`config.mk`:
```
export PLATFORM = sky130hd
export DESIGN_NAME = multi_slot_timer_table_top
export DESIGN_NICKNAME = d
export VERILOG_FILES = /design/src/rtl/core/msttt_pkg.sv /design/src/rtl/core/msttt_cell.sv /design/src/rtl/core/msttt_seq.sv /design/src/rtl/core/multi_slot_timer_table_top.sv
export SDC_FILE = /design/constraint.sdc
export NUM_CORES = 2
export LEC_CHECK = 0
export BUFFER_PORTS_ARGS = -buffer_cell sky130_fd_sc_hd__buf_2
export CAP_MARGIN = 15
export CELL_PAD_IN_SITES_DETAIL_PLACEMENT = 0
export CELL_PAD_IN_SITES_GLOBAL_PLACEMENT = 1
export CORE_MARGIN = 2
export CORE_UTILIZATION = 47
export DETAILED_ROUTE_END_ITERATION = 10
export GPL_ROUTABILITY_DRIVEN = 0
export HOLD_SLACK_MARGIN = 0.12
export PLACE_DENSITY = 0.78
export SYNTH_ARGS = -nofsm -noshare
export SYNTH_HDL_FRONTEND = slang
export SYNTH_SLANG_ARGS = --single-unit
```
`constraint.sdc`:
```
create_clock -name clk -period 5.9 [get_ports clk]
set_input_delay 0.59 -clock clk [delete_from_list [all_inputs] [get_ports clk]]
set_output_delay 0.59 -clock clk [all_outputs]
set_load 0.05 [all_outputs]
```
`src/rtl/core/msttt_pkg.sv`:
```
// Shared types and codes for the multi-slot timer table.
// Used by msttt_cell, msttt_seq and multi_slot_timer_table_top.
package msttt_pkg;

  localparam logic [2:0] CMD_TICK      = 3'd0;
  localparam logic [2:0] CMD_START_ONE = 3'd1;
  localparam logic [2:0] CMD_START_PER = 3'd2;
  localparam logic [2:0] CMD_STOP      = 3'd3;
  localparam logic [2:0] CMD_RESTART   = 3'd4;
  localparam logic [2:0] CMD_RESET_ALL = 3'd5;

  localparam logic KIND_ACK    = 1'b0;
  localparam logic KIND_EXPIRY = 1'b1;

  // expiries reported per tick
  localparam int MAX_RESULTS = 16;
  localparam int FIRE_W      = $clog2(MAX_RESULTS + 1);

  typedef struct packed {
    logic [7:0]  owner;
    logic [31:0] period;
    logic [31:0] count;
    logic        periodic;
  } slot_t;

  typedef struct packed {
    logic shift;  // rotate the ring one place toward the head
    logic clr;    // empty every slot
  } ring_ctl_t;

endpackage

```
`src/rtl/core/msttt_cell.sv`:
```
// One timer slot of the ring: holds a slot record, passes it on when the
// ring rotates. Depends on msttt_pkg.
module msttt_cell (
  input  logic               clk,
  input  logic               rst,
  input  msttt_pkg::ring_ctl_t ctl,
  input  msttt_pkg::slot_t   d,
  output msttt_pkg::slot_t   q
);

  always_ff @(posedge clk) begin
    if (rst || ctl.clr) begin
      q <= '0;
    end else if (ctl.shift) begin
      q <= d;
    end
  end

endmodule

```
`src/rtl/core/msttt_seq.sv`:
```
// Command sequencer: walks the slot ring, updates the slot at the head,
// and drives the result ports. Depends on msttt_pkg.
module msttt_seq #(
  parameter int SLOTS = 16
) (
  input  logic                 clk,
  input  logic                 rst,
  input  logic                 start,
  input  logic [2:0]           command,
  input  logic [7:0]           handle,
  input  logic [31:0]          period_ticks,
  output logic                 busy,
  input  msttt_pkg::slot_t     head,
  output msttt_pkg::slot_t     head_new,
  output msttt_pkg::ring_ctl_t ctl,
  output logic                 strobe,
  output logic                 kind,
  output logic                 ok,
  output logic [3:0]           slot,
  output logic [7:0]           owner,
  output logic                 last
);

  localparam int IDX_W = (SLOTS > 1) ? $clog2(SLOTS) : 1;

  typedef enum logic [2:0] {
    S_IDLE = 3'b001,
    S_WALK = 3'b010,
    S_DONE = 3'b100
  } state_t;

  state_t                          state;
  logic [2:0]                      cmd_r;
  logic [7:0]                      h_r;
  logic [31:0]                     per_r;
  logic [IDX_W-1:0]                idx;
  logic                            found;
  logic [IDX_W-1:0]                found_idx;
  logic                            pend_valid;
  logic [IDX_W-1:0]                pend_idx;
  logic [7:0]                      pend_owner;
  logic [msttt_pkg::FIRE_W-1:0]    fire_cnt;

  logic        hit;
  logic        fire;
  logic [31:0] cnt_dec;
  logic        accept;

  function automatic logic [3:0] slot_lo(input logic [IDX_W-1:0] x);
    logic [IDX_W+3:0] w;
    w = {4'b0, x};
    return w[3:0];
  endfunction

  assign busy   = (state != S_IDLE);
  assign accept = start && (state == S_IDLE);

  always_comb begin
    ctl.shift = (state == S_WALK);
    ctl.clr   = accept && (command == msttt_pkg::CMD_RESET_ALL);
  end

  // head slot update
  always_comb begin
    head_new = head;
    hit      = 1'b0;
    fire     = 1'b0;
    cnt_dec  = head.count - 32'd1;
    case (cmd_r)
      msttt_pkg::CMD_TICK: begin
        if (head.count != 32'd0) begin
          if (cnt_dec == 32'd0) begin
            fire           = 1'b1;
            head_new.count = head.periodic ? head.period : 32'd0;
          end else begin
            head_new.count = cnt_dec;
          end
        end
      end
      msttt_pkg::CMD_START_ONE, msttt_pkg::CMD_START_PER: begin
        if (!found && h_r != 8'd0 && head.owner == 8'd0) begin
          hit               = 1'b1;
          head_new.owner    = h_r;
          head_new.period   = per_r;
          head_new.count    = per_r;
          head_new.periodic = (cmd_r == msttt_pkg::CMD_START_PER);
        end
      end
      msttt_pkg::CMD_STOP: begin
        if (!found && h_r != 8'd0 && head.owner == h_r) begin
          hit      = 1'b1;
          head_new = '0;
        end
      end
      msttt_pkg::CMD_RESTART: begin
        if (!found && h_r != 8'd0 && head.owner == h_r) begin
          hit            = 1'b1;
          head_new.count = head.period;
        end
      end
      default: begin
      end
    endcase
  end

  always_ff @(posedge clk) begin
    if (rst) begin
      state      <= S_IDLE;
      strobe     <= 1'b0;
      found      <= 1'b0;
      pend_valid <= 1'b0;
      fire_cnt   <= '0;
      idx        <= '0;
    end else begin
      strobe <= 1'b0;
      case (state)
        S_IDLE: begin
          if (accept) begin
            cmd_r      <= command;
            h_r        <= handle;
            per_r      <= period_ticks;
            idx        <= '0;
            found      <= 1'b0;
            pend_valid <= 1'b0;
            fire_cnt   <= '0;
            if (command <= msttt_pkg::CMD_RESTART) begin
              state <= S_WALK;
            end else begin
              state <= S_DONE;
            end
          end
        end
        S_WALK: begin
          if (hit) begin
            found     <= 1'b1;
            found_idx <= idx;
          end
          // hold one expiry back so the final one can carry last
          if (fire && fire_cnt < msttt_pkg::FIRE_W'(msttt_pkg::MAX_RESULTS)) begin
            if (pend_valid) begin
              strobe <= 1'b1;
              kind   <= msttt_pkg::KIND_EXPIRY;
              ok     <= 1'b1;
              slot   <= slot_lo(pend_idx);
              owner  <= pend_owner;
              last   <= 1'b0;
            end
            pend_valid <= 1'b1;
            pend_idx   <= idx;
            pend_owner <= head.owner;
            fire_cnt   <= fire_cnt + 1'b1;
          end
          idx <= idx + 1'b1;
          if (idx == IDX_W'(SLOTS - 1)) begin
            state <= S_DONE;
          end
        end
        S_DONE: begin
          state <= S_IDLE;
          last  <= 1'b1;
          if (cmd_r == msttt_pkg::CMD_TICK) begin
            strobe <= pend_valid;
            kind   <= msttt_pkg::KIND_EXPIRY;
            ok     <= 1'b1;
            slot   <= slot_lo(pend_idx);
            owner  <= pend_owner;
          end else if (cmd_r == msttt_pkg::CMD_RESET_ALL) begin
            strobe <= 1'b1;
            kind   <= msttt_pkg::KIND_ACK;
            ok     <= 1'b1;
            slot   <= 4'd0;
            owner  <= 8'd0;
          end else begin
            strobe <= 1'b1;
            kind   <= msttt_pkg::KIND_ACK;
            ok     <= found;
            slot   <= found ? slot_lo(found_idx) : 4'd0;
            owner  <= found ? h_r : 8'd0;
          end
        end
        default: begin
          state <= S_IDLE;
        end
      endcase
    end
  end

endmodule

```
`src/rtl/core/multi_slot_timer_table_top.sv`:
```
// Multi-slot timer table, top level. Depends on msttt_pkg, msttt_cell, msttt_seq.
//
// Usage:
//   Command channel: a transaction is taken at a clock edge with start high and
//   busy low; command, handle and period_ticks are sampled there.
//   Result channel: each result sits on kind/ok/slot/owner/last for one cycle
//   with strobe high. The receiver cannot stall; results are never held.
// Timing:
//   The slots live in a ring of SLOTS cells that rotates one place per cycle
//   during a walk, past a single update unit at its head. Tick, start, stop
//   and restart walk the whole ring and then pass a closing state, with busy
//   high throughout; no new command is taken until busy is low again.
//   Reset-all and unknown commands skip the walk and go to the closing state.
//   Expiry results come out during the walk in slot order, the last one
//   (last=1) in the first cycle with busy low again; a command acknowledge
//   appears in that same cycle. A tick with no expiry gives no result.
// Reset:
//   rst (synchronous, active high) empties every slot at once and returns
//   the block to idle; reset-all does the same to the slots when it is taken.
module multi_slot_timer_table_top #(
  parameter int SLOTS = 16
) (
  input  logic        clk,
  input  logic        rst,
  input  logic        start,
  output logic        busy,
  input  logic [2:0]  command,
  input  logic [7:0]  handle,
  input  logic [31:0] period_ticks,
  output logic        strobe,
  output logic        kind,
  output logic        ok,
  output logic [3:0]  slot,
  output logic [7:0]  owner,
  output logic        last
);

  msttt_pkg::slot_t     ring_q [SLOTS];
  msttt_pkg::slot_t     head_new;
  msttt_pkg::ring_ctl_t ctl;

  for (genvar i = 0; i < SLOTS; i++) begin : g_cell
    if (i == SLOTS - 1) begin : g_tail
      msttt_cell u_cell (
        .clk (clk),
        .rst (rst),
        .ctl (ctl),
        .d   (head_new),
        .q   (ring_q[i])
      );
    end else begin : g_mid
      msttt_cell u_cell (
        .clk (clk),
        .rst (rst),
        .ctl (ctl),
        .d   (ring_q[i+1]),
        .q   (ring_q[i])
      );
    end
  end

  msttt_seq #(
    .SLOTS (SLOTS)
  ) u_seq (
    .clk          (clk),
    .rst          (rst),
    .start        (start),
    .command      (command),
    .handle       (handle),
    .period_ticks (period_ticks),
    .busy         (busy),
    .head         (ring_q[0]),
    .head_new     (head_new),
    .ctl          (ctl),
    .strobe       (strobe),
    .kind         (kind),
    .ok           (ok),
    .slot         (slot),
    .owner        (owner),
    .last         (last)
  );

`ifndef SYNTHESIS
  a_no_shift_on_clear: assert property (@(posedge clk) disable iff (rst)
    !(ctl.shift && ctl.clr))
    else $error("ring cleared while rotating");

  a_accept_busy: assert property (@(posedge clk) disable iff (rst)
    (start && !busy) |=> busy)
    else $error("accepted transaction did not raise busy");

  a_ack_is_last: assert property (@(posedge clk) disable iff (rst)
    (strobe && kind == msttt_pkg::KIND_ACK) |-> last)
    else $error("acknowledge without last");

  a_clear_only_idle: assert property (@(posedge clk) disable iff (rst)
    ctl.clr |-> !busy)
    else $error("ring cleared during a walk");
`endif

endmodule
```
# Yosys cells after proc, flatten, opt, wreduce, memory -nomap -nowiden
# Cells that the tools add are included.
# totals
word_cells,184
ff_bits,1257
output_inout_bits,17
# classes
n_addsub,3
bitwise_logic,1
n_reduce_logical,25
n_eq_ne,17
magnitude_cmp,2
n_mux,55
# op_table
operator,count
$mux 73,2
$mux 32,4
$pmux 32 s4,1
$pmux 40 s2,1
$mux 8,5
$logic_not 32->1,1
$reduce_bool 32->1,1
$sub 32x1->32 const B,1
$mux 4,6
$mux 1,18
$pmux 1 s2,8
$pmux 4 s2,2
$pmux 8 s2,1
$reduce_and 3->1,5
$eq 3x3->1 const B,4
$mux 5,2
$ne 2x1->1 const B,5
$pmux 5 s2,1
$eq 3x2->1 const B,3
$mux 3,3
$eq 8x8->1,1
$logic_not 8->1,1
$reduce_bool 8->1,1
$eq 3x1->1 const B,2
16 further kinds,24

# Logic depth before layout (Yosys ltp)
# depth
depth_word,8
depth_mapped,15

# Modules after synthesis
# A second synthesis with hierarchy kept.
# unflattened
hier_cells,4433
area_unflattened_um2,48838.1
# by_module_without_submodules
module,area_per_inst_um2,n_inst,cells_per_inst
msttt_cell,2678.8,16,236
msttt_seq,5977.0,1,657

# Worst setup path before layout
# No wires, ideal clock.
# synth_timing
kind,reg2reg
start,reg g_cell[0].g_mid.u_cell.q[1] (netlist name)
end,reg u_seq.kind (enable)
t_arrival_ns,4.074
setup_time_ns,0.411
synth_period_minus_slack_ns,4.485
slack_ns,1.415
t_required_ns,5.489
stages_incl_launch_ff,14
path_buffers,3
cell_sequence,dfxtp_1 clkbuf_1 inv_1 ha_1 clkbuf_1 nor3b_2 nand4_1 o31a_1 a2111oi_0 and4_1 buf_6 and2_1 nand4b_1 a211oi_1
# synth_between
elab_chain_len,8
# synth_lines
element,line_no,rtl
"start, declared",msttt_cell.sv:8,output msttt_pkg::slot_t q
"start signal, assigned",msttt_cell.sv:13,q <= '0;
"start signal, assigned",msttt_cell.sv:15,q <= d;
$sub 32x1->32,msttt_seq.sv:68,cnt_dec = head.count - 32'd1;
$logic_not 32->1,msttt_seq.sv:72,if (cnt_dec == 32'd0) begin
$mux 1,msttt_seq.sv:72,
$mux 1 (*),msttt_seq.sv:71,if (head.count != 32'd0) begin
$mux 1 (*),msttt_seq.sv:69,case (cmd_r)
$logic_and 1x1->1 (*),msttt_seq.sv:139,if (fire && fire_cnt < msttt_pkg::FIRE_W'(msttt_pkg::MAX_RESULTS)) begin
$ne 2x1->1 (no line) (*),--,
$reduce_and 4->1 (no line) (*),--,
"end signal, assigned",msttt_seq.sv:142,kind <= msttt_pkg::KIND_EXPIRY;
"end signal, assigned",msttt_seq.sv:163,kind <= msttt_pkg::KIND_EXPIRY;
"end signal, assigned",msttt_seq.sv:169,kind <= msttt_pkg::KIND_ACK;
"end, declared",msttt_seq.sv:17,"output logic kind,"
# Every way passes the cells marked *; elsewhere a longest branch is shown, timed or not.
# A chain may end at the register's enable or synchronous reset.

# Worst setup path after layout
# layout_timing
start,reg g_cell[0].g_mid.u_cell.q[1] (netlist name)
end,reg u_seq.owner[4] (enable)
# layout_between
elab_chain_len,8
# layout_lines
element,line_no,rtl
$sub 32x1->32,msttt_seq.sv:68,
$logic_not 32->1,msttt_seq.sv:72,
$mux 1,msttt_seq.sv:72,
$mux 1 (*),msttt_seq.sv:71,
$mux 1 (*),msttt_seq.sv:69,
$logic_and 1x1->1 (*),msttt_seq.sv:139,
$ne 2x1->1 (no line) (*),--,
$reduce_and 4->1 (no line) (*),--,
"end signal, assigned",msttt_seq.sv:145,owner <= pend_owner;
"end signal, assigned",msttt_seq.sv:166,owner <= pend_owner;
"end signal, assigned",msttt_seq.sv:178,owner <= found ? h_r : 8'd0;
"end, declared",msttt_seq.sv:20,"output logic [7:0] owner,"
# Marked as above.

==> flow_metrics.tcl <==
set metrics [dict create \
    cp.required_ns 6.30 \
    cp.arrival_ns 4.86 \
    tns_ns 0 \
    dieHeight_um 314.6 \
    die_width_um 314.6 \
    routed-via-count 36320 \
    postCtsSetupBuffers 0 \
    h-tree-depth 4 \
    initial_core_util_pct 47.57 \
    setup_viol 0 \
    ant_nets 0 \
    grt_max_degree 242 \
    antenna_cells 0 \
    synth_nets 5703 \
    avgSynthCellArea_um2 8.021 \
    yosys_warnings 0 \
    dp_cells 6573 \
    clock_skew_ns 0.03518 \
    first_global_vias 32670 \
    synthCells 5652 \
    hold_ws_ns 0.2200 \
    rows 113 \
    ys_ff_latch 1257 \
    rsz0062_at_grt "no" \
    clockBufferDepth 3 \
    overflow 0 \
    grt_pass1_wl_mm 170.4 \
    finish.utilization_pct 53.13 \
    drv_cap 0 \
    mostFrequentLayoutCells "2271 x nand2_1, 1183 x dfxtp_1, 1153 x a21oi_1" \
    nNetsFinal 5539 \
    min_period_ns 4.456 \
    cp_max_fo 15 \
    drv_slew 0 \
    hpwl_mm 59.29 \
    drc 0 \
    finalHoldViolCount 0 \
    final_common_cell "nand2_1" \
    placed_area_um2 46020 \
    n_fill_cell 9250 \
    drt_iter0_markers 3563 \
    synthArstFlopShare_pct 0 \
    first_pass_iters 6 \
    place_ws_ns 1.623 \
    hold_path_class "input pin to register" \
    synth_edf_count 74 \
    syn2layout_area_growth_pct 11.69 \
    cts-root-buf "clkbuf_16" \
    end_kind "register" \
    power_density_nw_per_um2 336.9 \
    cts_resized 0 \
    die_area_um2 98960 \
    wl_mm 105.0 \
    worstSetupPathType "register to register" \
    post-route-period-util_pct 75.53 \
    cts.sinks 1257 \
    leakage_nw 16.17 \
    post_route_cells_drive_above_1_share_pct 5.785 \
    cts.clk_slew.worst_paths_ns 0.06 \
    portBuffers 62 \
    status "finished, final reports clean" \
    ys_types 73 \
    synthesis.area_um2 45330 \
    ir_worst_vdd_uv 186.0 \
    total_power_mw 17.06 \
    ios 63 \
    postLayoutSetupSlackWorst_ns 1.444 \
    relSlewSlack_pct 22.40 \
    cts_tree "yes" \
    fmax_mhz 224.4 \
    clk-insertion-delay-late_ns 0.72 \
    synth_ff_type "dfxtp_1" \
    postLayoutCellArea_um2 50630 \
    design.core.area_um2 95290 \
    vias_per_cell 5.304 \
    fin_cells 6848 \
    antenna_found_initial 1 \
    postCtsHoldBufs 43 \
    cp-start-kind "register" \
    max_slew.worst_pin.slew_ns 1.164 \
    yosysSeqAreaShare_pct 57.14 \
    wire_per_inst_um 15.34 \
    grt_usage_pct 20.77 \
    cts_buffers 134 \
]
## cell type report
| cell class | instances | area, µm² | share of cell area (%) |
|---|---|---|---|
| clock buffer | 201 | 3934 | 7.769 |
| multi-input combinational | 3943 | 17760 | 35.08 |
| clock inverter | 30 | 242.7 | 0.4794 |
| sequential | 1257 | 25900 | 51.16 |
| timing repair buffer | 144 | 1175 | 2.320 |
| inverter | 8 | 30.03 | 0.05931 |
| tap | 1265 | 1583 | 3.126 |
## logic make-up after synthesis
logic type               share of synthesized area [%]
AND/OR/NAND/NOR                                  21.88
AO/OA/AOI/OAI                                    16.55
flip-flops                                       57.14
buffers and inverters                            3.814
XOR/XNOR                                        0.4057
adder cells (fa/ha/maj)                         0.1380
multiplexers                                   0.06900
## state kept, by name, summed over array words and instances, names as in the netlist, 3 cells and up
name,flops
g_cell.g_tail.u_cell.q,73
u_seq.found_idx,4
u_seq.fire_cnt,5
u_seq.pend_owner,8
u_seq.h_r,8
u_seq.per_r,32
u_seq.idx,4
u_seq.pend_idx,4
u_seq.slot,4
u_seq.state,3
u_seq.owner,8
g_cell.g_mid.u_cell.q,1095
u_seq.cmd_r,3
## worst paths after layout
kind,end,slack [ns],startpoint,cells past startpoint
max,u_seq.owner[4],1.44,g_cell[0].g_mid.u_cell.q[1],11
min reg2reg,g_cell[3].g_mid.u_cell.q[11],0.43,g_cell[4].g_mid.u_cell.q[11],2
max reg2reg,u_seq.owner[4],1.44,g_cell[0].g_mid.u_cell.q[1],11
min,u_seq.state[2],0.22,start,3
## report_power, final
part | internal (mW) | switching (mW)
logic | 0.0888 | 0.359
registers | 8.59 | 0.0382
clock network | 4.71 | 3.27
total | 13.4 | 3.66
## cell usage after synthesis, types with 10 or more instances
master | instances | area, µm²
nand2_1 | 2271 | 8524
dfxtp_1 | 1183 | 23680
a21oi_1 | 1153 | 5771
clkbuf_1 | 416 | 1562
nor2_1 | 90 | 337.8
edfxtp_1 | 74 | 2222
o21ai_0 | 67 | 335.3
nor3_1 | 51 | 255.2
a221oi_1 | 41 | 359.1
buf_1 | 22 | 82.58
nor4_1 | 16 | 100.1
nand4_1 | 15 | 93.84
a22o_1 | 13 | 113.9
nand3_1 | 13 | 65.06
o21a_1 | 13 | 97.59
xnor2_1 | 13 | 113.9
o21ai_1 | 12 | 60.06
a311oi_1 | 11 | 96.34
a31oi_1 | 11 | 68.82
o31ai_1 | 10 | 75.07
## per-layer routing
metal	up-vias	share of wire, %	track usage [%]
li1	18280	-	-
met1	17150	49	30.69
met2	711	43	30.00
met3	181	6.4	4.466
met4	0	2.4	6.732
met5	-	0	0
## critical path: stages (launching register included)
cell	delay [ns]
dfxtp_1	0.44
inv_1	0.14
ha_1	0.33
nor3b_2	0.52
nand4_1	0.28
o31a_1	0.33
a2111oi_0	0.59
and4_1	0.62
and2_1	0.27
nand4b_1	0.13
a211oi_2	0.23
buf_4	0.25
(Power assumes the default switching activity.)
